===== config.mk =====
export PLATFORM = sky130hd
export DESIGN_NAME = scfl_decode
export DESIGN_NICKNAME = d
export VERILOG_FILES = /design/src/design/scfl_pkg.sv /design/src/design/scfl_decode.sv
export SDC_FILE = /design/constraint.sdc
export NUM_CORES = 1
export LEC_CHECK = 0
export BUFFER_PORTS_ARGS = -buffer_cell sky130_fd_sc_hd__buf_2
export CORE_UTILIZATION = 37
export DETAILED_ROUTE_END_ITERATION = 7
export PLACE_DENSITY = 0.59
export SLEW_MARGIN = 10
export SYNTH_ARGS = -nofsm -noshare
export SYNTH_HDL_FRONTEND = slang
export SYNTH_SLANG_ARGS = --single-unit

===== constraint.sdc =====
create_clock -name vclk -period 11.51
set_clock_uncertainty 0.2 [all_clocks]
set_input_delay 2.302 -clock vclk [all_inputs]
set_output_delay 2.302 -clock vclk [all_outputs]
set_load 0.01 [all_outputs]

===== src/design/scfl_pkg.sv =====
package scfl_pkg;

    localparam int LINK_W    = 12;
    localparam int BANK_W    = 3;
    localparam int REG_BANKS = 6;

    localparam logic [BANK_W-1:0] NO_BANK = 3'd6;

    // result action codes
    localparam logic [2:0] ACT_FRESH    = 3'd0;
    localparam logic [2:0] ACT_KEEP     = 3'd1;
    localparam logic [2:0] ACT_FREED    = 3'd2;
    localparam logic [2:0] ACT_FORWARD  = 3'd3;
    localparam logic [2:0] ACT_MOVED    = 3'd4;
    localparam logic [2:0] ACT_EXT_MOVE = 3'd5;

    // register indexes
    localparam logic [2:0] REG_BASE  = 3'd0;
    localparam logic [2:0] REG_COUNT = 3'd1;
    localparam logic [2:0] REG_BLK0  = 3'd2;

    typedef enum logic [2:0] {
        ST_IDLE,
        ST_LATCH,
        ST_SWEEP,
        ST_DEC,
        ST_POP,
        ST_PUSH,
        ST_DONE
    } t_state;

    typedef struct packed {
        logic [BANK_W-1:0] nslot;
        logic [BANK_W-1:0] oslot;
        logic              up_found;
        logic [BANK_W-1:0] up_bank;
        logic              dn_found;
        logic [BANK_W-1:0] dn_bank;
    } t_dec;

endpackage


===== src/design/scfl_decode.sv =====
module scfl_decode #(
    parameter int NB = 6
) (
    input  logic [3:0]                  i_base,
    input  logic [scfl_pkg::BANK_W-1:0] i_count,
    input  logic [31:0]                 i_end [NB],
    input  logic [NB-1:0]               i_hvalid,
    input  logic [31:0]                 i_old_addr,
    input  logic [31:0]                 i_new_size,
    output scfl_pkg::t_dec              o_dec
);

    always_comb begin
        logic [scfl_pkg::BANK_W-1:0] ns;
        logic [scfl_pkg::BANK_W-1:0] os;
        logic                        uf;
        logic                        df;
        logic [scfl_pkg::BANK_W-1:0] ub;
        logic [scfl_pkg::BANK_W-1:0] db;
        ns = '0;
        os = '0;
        // size slot: count the block sizes the request exceeds
        for (int i = 0; i < NB; i++) begin
            if (i < int'(i_count) &&
                {1'b0, i_new_size} > (33'd1 << (5'(i_base) + 5'(i)))) begin
                ns = ns + 1'b1;
            end
            if (i + 1 < int'(i_count) && i_old_addr >= i_end[i]) begin
                os = os + 1'b1;
            end
        end
        // lowest bank with a free block in each search window
        uf = 1'b0;
        df = 1'b0;
        ub = '0;
        db = '0;
        for (int i = 0; i < NB; i++) begin
            if (!uf && i >= int'(ns) && i < int'(i_count) && i_hvalid[i]) begin
                uf = 1'b1;
                ub = scfl_pkg::BANK_W'(i);
            end
            if (!df && i >= int'(ns) && i < int'(os) && i_hvalid[i]) begin
                df = 1'b1;
                db = scfl_pkg::BANK_W'(i);
            end
        end
        o_dec.nslot    = ns;
        o_dec.oslot    = os;
        o_dec.up_found = uf;
        o_dec.up_bank  = ub;
        o_dec.dn_found = df;
        o_dec.dn_bank  = db;
    end

endmodule


==> results.md <==
- Hold Path Class: input pin to output port
- Fin area: 13090 µm²
- Endpoints failing hold: 0
- Top cells by area, synth: ha_1 (45%), inv_1 (7.6%), nand2_1 (7.0%), a21oi_1 (5.7%), a21o_1 (4.1%)
- Critical Path Source: i_base[2]
- Util after Layout: 45.49%
- CP Capture Type: output port
- Die width: between 150 and 200 µm
- # nets final: 2495
- Post-route ant nets: 0
- Simple-gate share of the synthesized area: 22.58%
- HPWL Detailed: 34540 µm
- Internal power: 0.0002287 W
- Number of distinct library cells after synthesis: 73
- Initial Util: between 30% and 40%
- Core Area: between 20000 and 30000 µm²
- Ys Warns: 0
- Critical path class: input pin to output port
- Post-synthesis compound-gate area fraction: 22.24%
- Pwr Density: slightly above 40 nW/µm²
- Die area: 30080 µm²
- Clock share of power: 0%
- Via Count: 12160
- Pre-CTS WS: 0.2290 ns
- Syn_area_per_cell: ~7.1 µm²
- Seq pwr share: 0%
- Startpoint Class: input pin
- Share of post-route cells with drive strength above 1: 18.90%
- Setup WS post-layout: about 0.35 ns
- Register area share after synthesis: 0%
- Hold wc startpoint: i_hvalid[1]
- Final wirelength: 40240 µm
- Slew headroom: 39.07%
- Largest net degree at the start of global routing: 17
- Slowest CP cell: xor3_2
- Area of the multi-input gates: 10110 µm²
- Synth area leader: ha_1
- Via density: 5.460
- Post-Synth XOR/XNOR Area: 1.967%
- Count of final setup violators: 0
- Sw Share: approximately 57%
- Largest family of logic cells by synthesized area: adder cells
- Final Power: 0.0005362 W
- Dpl cell area: 12940 µm²
- Area Overhead vs Synth: 20.38%
- Worst-Margin Slew: 0.9062 ns
- Sequential cell area: 0 µm²
- Number of cells produced by synthesis: 1526
- Outcome: complete, no violations
- DRT Pass-1 Iters: 5
- # IOs: ~280
- DR DRC count: 0
- Mapped Area: 10880 µm²
- Worst Path Required: 9.01 ns
- Placed insts: 2214
- Seq_cells: 0
- Period minus WS final: around 11 ns
- Congestion Overflow GR: 0
- Layout clock buffers: 0
- Achievable Freq: 0.08964 GHz
- Finished Layout Cells: 2227
- VDD IR max: 28.44 µV
- Final worst-path cycle share: 96.92%
- First-pass GRT wire length: 62330 µm
- Most frequent cell after synthesis: ha_1
- Site Rows: 62
- Port bufs: roughly 280
- Fillers: 3041
- Synth cell count leaders: ha_1 (388), inv_1 (221), nand2_1 (204), a21oi_1 (123), nor2_1 (62)
- Combinational Power Share: 100.0%
- LEAKAGE: 7.172 nW
- Antenna violations before repair: 9
- Final Wtd Congestion: 0.9446
- Die Span Y: 173.4 µm
- Top cell type's share of synthesized area: 44.64%
- Crit path DAT: 8.65 ns
- Final Slew Violations: 0
- GRT Resource Usage Total: 26.04%
- Critical path fanouts, max: 9
- Synth Area in Adders: 44.64%
- Mux cell area share after synthesis: less than 1%
- Slowest stage delay, CP: ~0.48 ns
- Vias in the first global route: 11683
- Post-cts hold buffer count: 0
- Max Cap Violations: 0
- NetSw: 0.0003076 W
- Most used cell, CP: o21a_1
- Iter 0 DRT Violations: roughly 700
- DR WL/cell: 18.07 µm
-- logic make-up (layout without fill, tap and decap cells) --
| family | after synthesis | in the layout |
|---|---|---|
| and+or+nand+nor | 506 | 506 |
| adders and majority gates | 388 | 388 |
| xor gates and xnor gates | 18 | 18 |
| other | 1 | 27 |
| buffers and inverters | 244 | 535 |
| AOI/OAI and AO/OA | 368 | 368 |
| muxes | 1 | 1 |
-- area by class of cell --
cell class                      instances  share of cell area (%)
Tap cell                              384                   3.670
Inverter                              221                   6.337
Multi-Input combinational cell       1301                   77.22
Antenna cell                            7                  0.1338
Timing Repair Buffer                  314                   12.64
-- metal layers --
| metal | up-vias | track usage, % | wire, µm |
|---|---|---|---|
| met3 | 76 | 1.820 | 2341 |
| met5 | - | 0 | 29 |
| met1 | 5556 | 33.42 | 17880 |
| met4 | 4 | 8.850 | 1368 |
| li1 | 6123 | - | - |
| met2 | 401 | 45.73 | 18620 |
-- worst max-delay path: cells and delay by family --
kind | cells | cell delay [ns]
and+or+nand+nor | 8 | 1.33
xor gates and xnor gates | 1 | 0.48
AOI/OAI and AO/OA | 15 | 2.37
buffers and inverters | 7 | 0.86
adders and majority gates | 5 | 1.33
-- path summary, 6_finish.rpt --
kind	end	slack [ns]	depth (start not counted)
setup / recovery	o_dec[2]	0.35	36
hold / removal	o_dec[0]	4.90	5
-- repair_timing --
action                                  CTS  global route
hold endpoints to repair                  0             0
endpoints found under the setup margin    0             8
setup buffers                             0             6
resized for setup                         0            25
-- cells in the final DEF, fill, tap and decap left out, types with 4 or more instances in the layout --
cell,instances
ha_1,386
buf_2,281
inv_1,219
nand2_1,202
a21oi_1,123
nor2_1,60
a21o_1,60
nand4_1,56
o21ai_0,52
nand3_1,48
buf_4,31
nor3_1,26
nor2b_1,22
o21a_1,22
nand2b_1,21
conb_1,20
a211oi_1,15
and3_1,12
nor4_1,10
xnor2_1,8
or3_1,8
a31oi_1,8
diode_2,7
and2_1,7
o211ai_1,7
a211o_1,7
o31ai_1,6
o221ai_1,6
a2111oi_0,5
o31a_1,5
xor2_1,4
o21ai_1,4
o311ai_0,4
-- through the flow --
step / setup TNS, ns / hold WS, ns
5_1_grt: -0.03249 / 4.932
6_report: 0 / 4.900
3_3_place_gp: 0 / 4.894
2_1_floorplan: 0 / 4.629
4_1_cts: 0 / 4.888
3_5_place_dp: 0 / 4.890
-- power groups by stage --
stage | Sequential (W) | Combinational, W | Clock, W
floorplan | 0 | 0.000329 | 0
global placement | 0 | 0.000511 | 0
detailed placement | 0 | 0.000520 | 0
CTS | 0 | 0.000523 | 0
global route | 0 | 0.000608 | 0.0000000000814
finish | 0 | 0.000536 | 0.0000000000814
(Power assumes the default switching activity.)
